File: config.mk
export PLATFORM = sky130hd
export DESIGN_NAME = lucas_lehmer_mersenne_test_unit
export DESIGN_NICKNAME = d
export VERILOG_FILES = /design/src/llmt_pkg.sv /design/src/lucas_lehmer_mersenne_test_unit.sv /design/src/llmt_datapath.sv /design/src/llmt_ctrl.sv
export VERILOG_INCLUDE_DIRS = /design/src /design/src/src
export SDC_FILE = /design/constraint.sdc
export NUM_CORES = 2
export LEC_CHECK = 0
export ABC_AREA = 1
export BUFFER_PORTS_ARGS = -buffer_cell sky130_fd_sc_hd__buf_2
export CORE_AREA = 8 8 502 504
export DETAILED_ROUTE_END_ITERATION = 8
export DIE_AREA = 0 0 510 512
export GPL_TIMING_DRIVEN = 0
export PLACE_DENSITY_LB_ADDON = 0.1
export SLEW_MARGIN = 20
export SYNTH_ARGS = -nofsm -noshare
export SYNTH_HDL_FRONTEND = slang
export SYNTH_SLANG_ARGS = --single-unit
File: constraint.sdc
create_clock -name clk -period 16.5 [get_ports clk]
set_input_delay 4.125 -clock clk [delete_from_list [all_inputs] [get_ports clk]]
set_output_delay 4.125 -clock clk [all_outputs]
set_load 0.02 [all_outputs]
File: src/lucas_lehmer_mersenne_test_unit_assert.svh
// Assertion macros for the Lucas-Lehmer test unit.
// Each macro names a label, an antecedent, a consequent and a message.
// The enclosing module provides clk and rst_n.
`ifndef LUCAS_LEHMER_MERSENNE_TEST_UNIT_ASSERT_SVH
`define LUCAS_LEHMER_MERSENNE_TEST_UNIT_ASSERT_SVH
`ifndef SYNTHESIS
// Same-cycle implication
`define LLMT_ASSERT_NOW(label, ante, cons, msg) \
  label: assert property (@(posedge clk) disable iff (!rst_n) (ante) |-> (cons)) \
    else $error(msg);
// Next-cycle implication
`define LLMT_ASSERT_NEXT(label, ante, cons, msg) \
  label: assert property (@(posedge clk) disable iff (!rst_n) (ante) |=> (cons)) \
    else $error(msg);
`else
`define LLMT_ASSERT_NOW(label, ante, cons, msg)
`define LLMT_ASSERT_NEXT(label, ante, cons, msg)
`endif
`endif

File: src/llmt_pkg.sv
`default_nettype none

package llmt_pkg;

  // Default largest exponent that is tested
  localparam int MAX_EXPONENT_DEF = 63;

  // Field widths
  localparam int EXP_W   = 6;
  localparam int TDATA_W = 8;

  // Partial product selector: low*low, low*high, high*high
  typedef enum logic [1:0] {
    MS_LL,
    MS_LH,
    MS_HH
  } mul_sel_t;

  // Controller to datapath commands
  typedef struct packed {
    logic     load;
    logic     mul_en;
    mul_sel_t mul_sel;
    logic     acc_en;
    mul_sel_t acc_sel;
    logic     fold_en;
    logic     reduce_en;
    logic     update_en;
    logic     publish;
  } cmd_t;

  // Datapath to controller status
  typedef struct packed {
    logic run_test;
    logic last_iter;
  } stat_t;

endpackage

`default_nettype wire

File: src/lucas_lehmer_mersenne_test_unit.sv
// Lucas-Lehmer test of 2^p-1, one exponent at a time.
// Exponents 3 <= p <= MAX_EXPONENT run p-2 squarings; other exponents skip straight
// to the result, prime only for p=2. Each squaring uses the shared
// half-width multiplier (three partial products) followed by fold, reduce, update.
// A new exponent is accepted only when idle, after the last result is published.
// Reset: rst_n synchronous, active low; clears the controller and output valid.
`default_nettype none
`include "lucas_lehmer_mersenne_test_unit_assert.svh"

module lucas_lehmer_mersenne_test_unit #(
  parameter int MAX_EXPONENT = llmt_pkg::MAX_EXPONENT_DEF
) (
  input  wire logic                         clk,
  input  wire logic                         rst_n,
  input  wire logic                         in_tvalid,
  output logic                              in_tready,
  // [5:0] exponent, [7:6] zero
  input  wire logic [llmt_pkg::TDATA_W-1:0] in_tdata,
  output logic                              out_tvalid,
  input  wire logic                         out_tready,
  // [0] prime flag, [6:1] tested_exponent, [7] zero
  output logic [llmt_pkg::TDATA_W-1:0]      out_tdata
);

  llmt_pkg::cmd_t  cmd;
  llmt_pkg::stat_t stat;
  logic                       prime_flag;
  logic [llmt_pkg::EXP_W-1:0] tested_exponent;

  llmt_ctrl u_ctrl (
    .clk        (clk),
    .rst_n      (rst_n),
    .in_tvalid  (in_tvalid),
    .in_tready  (in_tready),
    .out_tvalid (out_tvalid),
    .out_tready (out_tready),
    .stat       (stat),
    .cmd        (cmd)
  );

  llmt_datapath #(
    .MAX_EXPONENT (MAX_EXPONENT)
  ) u_datapath (
    .clk                 (clk),
    .in_exponent         (in_tdata[llmt_pkg::EXP_W-1:0]),
    .cmd                 (cmd),
    .stat                (stat),
    .out_prime_flag      (prime_flag),
    .out_tested_exponent (tested_exponent)
  );

  // Pack the result word
  assign out_tdata = {1'b0, tested_exponent, prime_flag};

  // Checks
  `LLMT_ASSERT_NEXT(a_busy_after_accept, in_tvalid && in_tready, !in_tready, "accepted while busy")
  `LLMT_ASSERT_NEXT(a_publish_valid, cmd.publish, out_tvalid, "published result not valid")
  `LLMT_ASSERT_NOW(a_idle_no_work, in_tready, !cmd.mul_en && !cmd.update_en, "work while idle")
  `LLMT_ASSERT_NEXT(a_exp_two_prime, cmd.publish, (out_tdata[6:1] != 6'd2) || out_tdata[0], "p=2 not prime")

endmodule

`default_nettype wire

File: src/llmt_datapath.sv
`default_nettype none

module llmt_datapath #(
  parameter int MAX_EXPONENT = llmt_pkg::MAX_EXPONENT_DEF
) (
  input  wire logic                       clk,
  input  wire logic [llmt_pkg::EXP_W-1:0] in_exponent,
  input  wire llmt_pkg::cmd_t             cmd,
  output llmt_pkg::stat_t                 stat,
  output logic                            out_prime_flag,
  output logic [llmt_pkg::EXP_W-1:0]      out_tested_exponent
);

  localparam int W     = MAX_EXPONENT;
  localparam int H     = (W + 1) / 2;
  localparam int ACC_W = 4 * H;
  localparam int EW    = llmt_pkg::EXP_W;
  localparam logic [EW:0] MAX_E = (EW + 1)'(MAX_EXPONENT);

  logic [EW-1:0]    exp_r;
  logic [EW-1:0]    iter_r;
  logic [W-1:0]     mask_r;
  logic [W-1:0]     s_r;
  logic [2*H-1:0]   prod_r;
  logic [ACC_W-1:0] acc_r;
  logic [W:0]       fold_r;
  logic [W-1:0]     red_r;
  logic             prime_r;
  logic [EW-1:0]    out_exp_r;

  logic [W-1:0]     mask_nxt;
  logic [2*H-1:0]   s_pad;
  logic [H-1:0]     op_a;
  logic [H-1:0]     op_b;
  logic [ACC_W-1:0] term;
  logic [ACC_W-1:0] acc_base;
  logic [ACC_W-1:0] hi_full;
  logic [W-1:0]     lo;
  logic             run_test;

  // Build the modulus mask 2^p - 1 from the incoming exponent
  always_comb begin
    for (int i = 0; i < W; i++) begin
      mask_nxt[i] = (i < int'(in_exponent));
    end
  end

  // Select the halves of the residue for the shared multiplier
  assign s_pad = (2 * H)'(s_r);
  always_comb begin
    case (cmd.mul_sel)
      llmt_pkg::MS_LL: begin
        op_a = s_pad[H-1:0];
        op_b = s_pad[H-1:0];
      end
      llmt_pkg::MS_LH: begin
        op_a = s_pad[H-1:0];
        op_b = s_pad[2*H-1:H];
      end
      llmt_pkg::MS_HH: begin
        op_a = s_pad[2*H-1:H];
        op_b = s_pad[2*H-1:H];
      end
      default: begin
        op_a = '0;
        op_b = '0;
      end
    endcase
  end

  // Weight the partial product: cross term counts twice
  always_comb begin
    case (cmd.acc_sel)
      llmt_pkg::MS_LL: term = ACC_W'(prod_r);
      llmt_pkg::MS_LH: term = ACC_W'(prod_r) << (H + 1);
      llmt_pkg::MS_HH: term = ACC_W'(prod_r) << (2 * H);
      default:         term = '0;
    endcase
  end
  assign acc_base = (cmd.acc_sel == llmt_pkg::MS_LL) ? '0 : acc_r;

  // Mersenne fold of the square: low p bits plus the bits above
  assign hi_full = acc_r >> exp_r;
  assign lo      = acc_r[W-1:0] & mask_r;

  // Classify the exponent and detect the final squaring
  assign run_test       = (exp_r >= EW'(3)) && ({1'b0, exp_r} <= MAX_E);
  assign stat.run_test  = run_test;
  assign stat.last_iter = (({1'b0, iter_r} + (EW + 1)'(3)) == {1'b0, exp_r});

  // Datapath registers
  always_ff @(posedge clk) begin
    if (cmd.load) begin
      exp_r  <= in_exponent;
      mask_r <= mask_nxt;
      iter_r <= '0;
      s_r    <= W'(4);
    end
    if (cmd.mul_en) begin
      prod_r <= op_a * op_b;
    end
    if (cmd.acc_en) begin
      acc_r <= acc_base + term;
    end
    if (cmd.fold_en) begin
      fold_r <= {1'b0, lo} + {1'b0, hi_full[W-1:0]};
    end
    if (cmd.reduce_en) begin
      // sum is at most 2M, so one subtract leaves [0, M]
      if (fold_r >= {1'b0, mask_r}) begin
        red_r <= W'(fold_r - {1'b0, mask_r});
      end else begin
        red_r <= fold_r[W-1:0];
      end
    end
    if (cmd.update_en) begin
      // subtract two modulo M; a value of M itself gives M-2 as well
      if (red_r >= W'(2)) begin
        s_r <= red_r - W'(2);
      end else begin
        s_r <= red_r + mask_r - W'(2);
      end
      iter_r <= iter_r + EW'(1);
    end
    if (cmd.publish) begin
      prime_r   <= run_test ? (s_r == '0) : (exp_r == EW'(2));
      out_exp_r <= exp_r;
    end
  end

  assign out_prime_flag      = prime_r;
  assign out_tested_exponent = out_exp_r;

endmodule

`default_nettype wire

File: src/llmt_ctrl.sv
`default_nettype none

module llmt_ctrl (
  input  wire logic            clk,
  input  wire logic            rst_n,
  input  wire logic            in_tvalid,
  output logic                 in_tready,
  output logic                 out_tvalid,
  input  wire logic            out_tready,
  input  wire llmt_pkg::stat_t stat,
  output llmt_pkg::cmd_t       cmd
);

  typedef enum logic [3:0] {
    S_IDLE,
    S_CHECK,
    S_MUL0,
    S_MUL1,
    S_MUL2,
    S_ACC2,
    S_FOLD,
    S_REDUCE,
    S_UPDATE,
    S_FINISH
  } state_t;

  state_t state_r;
  state_t state_nxt;
  logic   out_valid_r;
  logic   out_valid_nxt;
  logic   slot_free;

  assign slot_free = !out_valid_r || out_tready;

  // Decode commands and next state
  always_comb begin
    cmd           = '0;
    cmd.mul_sel   = llmt_pkg::MS_LL;
    cmd.acc_sel   = llmt_pkg::MS_LL;
    state_nxt     = state_r;
    out_valid_nxt = out_valid_r && !out_tready;
    case (state_r)
      S_IDLE: begin
        if (in_tvalid) begin
          cmd.load  = 1'b1;
          state_nxt = S_CHECK;
        end
      end
      S_CHECK: begin
        state_nxt = stat.run_test ? S_MUL0 : S_FINISH;
      end
      S_MUL0: begin
        cmd.mul_en  = 1'b1;
        cmd.mul_sel = llmt_pkg::MS_LL;
        state_nxt   = S_MUL1;
      end
      S_MUL1: begin
        cmd.mul_en  = 1'b1;
        cmd.mul_sel = llmt_pkg::MS_LH;
        cmd.acc_en  = 1'b1;
        cmd.acc_sel = llmt_pkg::MS_LL;
        state_nxt   = S_MUL2;
      end
      S_MUL2: begin
        cmd.mul_en  = 1'b1;
        cmd.mul_sel = llmt_pkg::MS_HH;
        cmd.acc_en  = 1'b1;
        cmd.acc_sel = llmt_pkg::MS_LH;
        state_nxt   = S_ACC2;
      end
      S_ACC2: begin
        cmd.acc_en  = 1'b1;
        cmd.acc_sel = llmt_pkg::MS_HH;
        state_nxt   = S_FOLD;
      end
      S_FOLD: begin
        cmd.fold_en = 1'b1;
        state_nxt   = S_REDUCE;
      end
      S_REDUCE: begin
        cmd.reduce_en = 1'b1;
        state_nxt     = S_UPDATE;
      end
      S_UPDATE: begin
        cmd.update_en = 1'b1;
        state_nxt     = stat.last_iter ? S_FINISH : S_MUL0;
      end
      S_FINISH: begin
        // hold until the output register is free
        if (slot_free) begin
          cmd.publish   = 1'b1;
          out_valid_nxt = 1'b1;
          state_nxt     = S_IDLE;
        end
      end
      default: begin
        state_nxt = S_IDLE;
      end
    endcase
  end

  // State and output valid
  always_ff @(posedge clk) begin
    if (!rst_n) begin
      state_r     <= S_IDLE;
      out_valid_r <= 1'b0;
    end else begin
      state_r     <= state_nxt;
      out_valid_r <= out_valid_nxt;
    end
  end

  assign in_tready  = (state_r == S_IDLE);
  assign out_tvalid = out_valid_r;

endmodule

`default_nettype wire
==> results.cfg <==
[clock_network]
h-tree-depth = 2
cts_hold_buffers = 0
cts-root-buf = clkbuf_16
clock_path_buffers = 3
cts-resized-gates = 0
tritoncts = built
cts.clk_slew.worst_paths_ns = 0.08
numClockSinks = 466
cts_buffers = 58
post_cts.repair.setup_buffers = 0
clk_latency_ns = 0.75

[worst_setup_path]
cp-end-kind = flip-flop
worstPathRequired_ns = 16.91
reg2reg_slack_ns = 3.33
crit_top_cell = fa_1
crit_arrival_ns = 13.58
max_stage_delay_ns = 0.76
critPathMaxFanout = 11
start_kind = flip-flop
cpMaxStageDelayCell = fa_1
crit_type = flip-flop to flip-flop

[synthesis]
ys.flop_type = edfxtp_1
yosysWarnings = 0
syn-mean-instance-area_sq_um = 6.75
synth_cell_types = 57
synth_edf_count = 461
yosysSeqAreaShare_pct = 16.0
synth_cells = 13000
netlist_area_sq_um = 87400
synth-seq-cells = 466
ys_async_sr_fraction_pct = 0

[route]
dr_total_vias = 90300
routedWlPerCell_um = 29.5
routed_via_density = 5.52
first_iter_violations = 9901
first_pass_iters = 8
drc_errors = 0
ant_nets = 0
finalWirelength_um = 483000

[job]
cap_violations = 0

[finish]
final_common_cell = nand2_1
drive_gt1_share_pct = 2.75
syn2layout_area_growth_pct = 7.78
layout.nets = 14600
num-fill-cells = 26900
register_area_sq_um = 13900
layout_common_cells = 3353 x nand2_1, 2542 x inv_1, 1718 x nor2_1
multi_input_area_sq_um = 62300

[floorplan]
start_util_pct = 35.8
dieHeight_um = 512
coreArea_sq_um = 244000
die_area_sq_um = 261000
row_count = 182
ios = 22
dieWidth_um = 510

[place]
io_buffers = 18
gp_congestion = 1.08
dp_hpwl_um = 426000
post-place-ws_ns = 3.36

[sta]
finalCritPeriodShare_pct = 79.8
tns_ns = 0
worst_clock_skew_ns = 0.0901
max_freq_mhz = 75.9
slew_headroom_pct = 15.9
setup_ws_ns = 3.33
slew_viol_final = 0
tightestPinTransition_ns = 1.26
min_period_ns = 13.17
setup_viol = 0
finalHoldViolCount = 0
rsz0062_at_grt = false

[grt]
grt_pass1_vias = 88300
grt_first_pass_wirelength_um = 667000
overflow = 0
track_usage_pct = 35.9
antenna_found_initial = 27
grt_max_degree = 60

[hold_path]
hold_path_class = flip-flop to flip-flop

[run_status]
status = finished clean
[worst max-delay path: cells and delay by family, from the launching register on]
| family | cells | cell delay, ns |
|---|---|---|
| adders and majority gates | 10 | 5.18 |
| DFF | 1 | 0.43 |
| and+or+nand+nor | 16 | 4.10 |
| buffers and inverters | 14 | 3.15 |
[cell families (layout without fill, tap and decap cells)]
group                    count (synthesis)  in the layout  synth area share (%)
AND/OR/NAND/NOR                       5915           5915                  27.1
buffers and inverters                 2956           3114                  12.9
AO/OA/AOI/OAI                         1741           1741                  10.9
adder cells (fa/ha/maj)               1511           1511                  29.4
flip-flops                             466            466                  16.0
XOR/XNOR                               280            280                  2.81
multiplexers                            85             85                 0.974
other                                    1             23               0.00429
[synthesized netlist by cell type, drive strengths merged, types with 4 or more instances]
cell type | number | share of area [%]
buf | 110 | 0.70
o21ai | 757 | 4.4
and2 | 4 | 0.029
fa | 899 | 21
a31oi | 19 | 0.14
a21o | 29 | 0.25
o221ai | 4 | 0.040
o21a | 17 | 0.15
clkinv | 7 | 0.030
a21boi | 9 | 0.077
xnor2 | 61 | 0.61
nand4 | 86 | 0.62
a21oi | 652 | 3.7
o211ai | 106 | 0.91
nand2 | 3370 | 15
clkbuf | 285 | 1.2
a211oi | 6 | 0.052
nand3b | 21 | 0.18
o21bai | 58 | 0.50
nor2 | 1744 | 7.6
dfxtp | 5 | 0.11
o22ai | 64 | 0.46
and3 | 4 | 0.029
xor2 | 219 | 2.2
edfxtp | 461 | 16
a22o | 14 | 0.14
mux2i | 85 | 0.97
ha | 612 | 8.8
nor3 | 101 | 0.60
inv | 2554 | 11
nor4 | 38 | 0.27
nand3 | 486 | 2.8
or2 | 57 | 0.41
[layout make-up]
cell class | instances | share of cell area [%]
Antenna cell | 21 | 0.0558
Buffer | 395 | 1.80
Clock buffer | 68 | 1.58
Clock inverter | 40 | 0.531
Inverter | 2561 | 10.2
Multi-Input combinational cell | 9534 | 66.1
Sequential cell | 466 | 14.8
Tap cell | 3220 | 4.28
Timing Repair Buffer | 50 | 0.630
[metal layers]
metal	vias up	wire length (um)	global-route usage [%]
met3	885	39700	6.48
met2	4392	208000	54.7
met5	-	97	0
met1	44500	203000	48.2
met4	14	32900	19.3
li1	40500	-	-
[registers in the layout (all words and copies together), names as in the netlist, 5 cells and up, named ones only]
register / flops
u_datapath.fold_r: 64
u_datapath.out_tested_exponent: 6
u_datapath.red_r: 63
u_datapath.s_r: 63
u_datapath.prod_r: 64
u_datapath.iter_r: 6
u_datapath.exp_r: 5
u_datapath.acc_r: 125
u_datapath.mask_r: 63
[worst paths after layout]
kind,from,to,cells after the start
worst min-delay path,u_datapath.fold_r[2]$_DFFE_PP_,u_datapath.red_r[2]$_DFFE_PP_,2
worst max register to register,u_ctrl.state_r[2]$_SDFFE_PN0P_,u_datapath.prod_r[58]$_DFFE_PP_,40
worst min register to register,u_datapath.fold_r[2]$_DFFE_PP_,u_datapath.red_r[2]$_DFFE_PP_,2
worst max-delay path,u_ctrl.state_r[2]$_SDFFE_PN0P_,u_datapath.prod_r[58]$_DFFE_PP_,40
[metrics by stage]
stage | util (%) | hold WS, ns | cells | area (sq um)
after floorplan | - | 0.421 | 13000 | 87400
after global placement | 37.5 | 0.609 | 16200 | 91500
after detailed placement | 37.7 | 0.602 | 16200 | 92100
after CTS | 38.5 | 0.615 | 16300 | 94100
after global routing | 38.5 | 0.654 | 16300 | 94100
final | 38.5 | 0.614 | 16400 | 94200
Power is not shown: default switching activity piles up to over one toggle a cycle in this logic, so the estimate is an artifact.
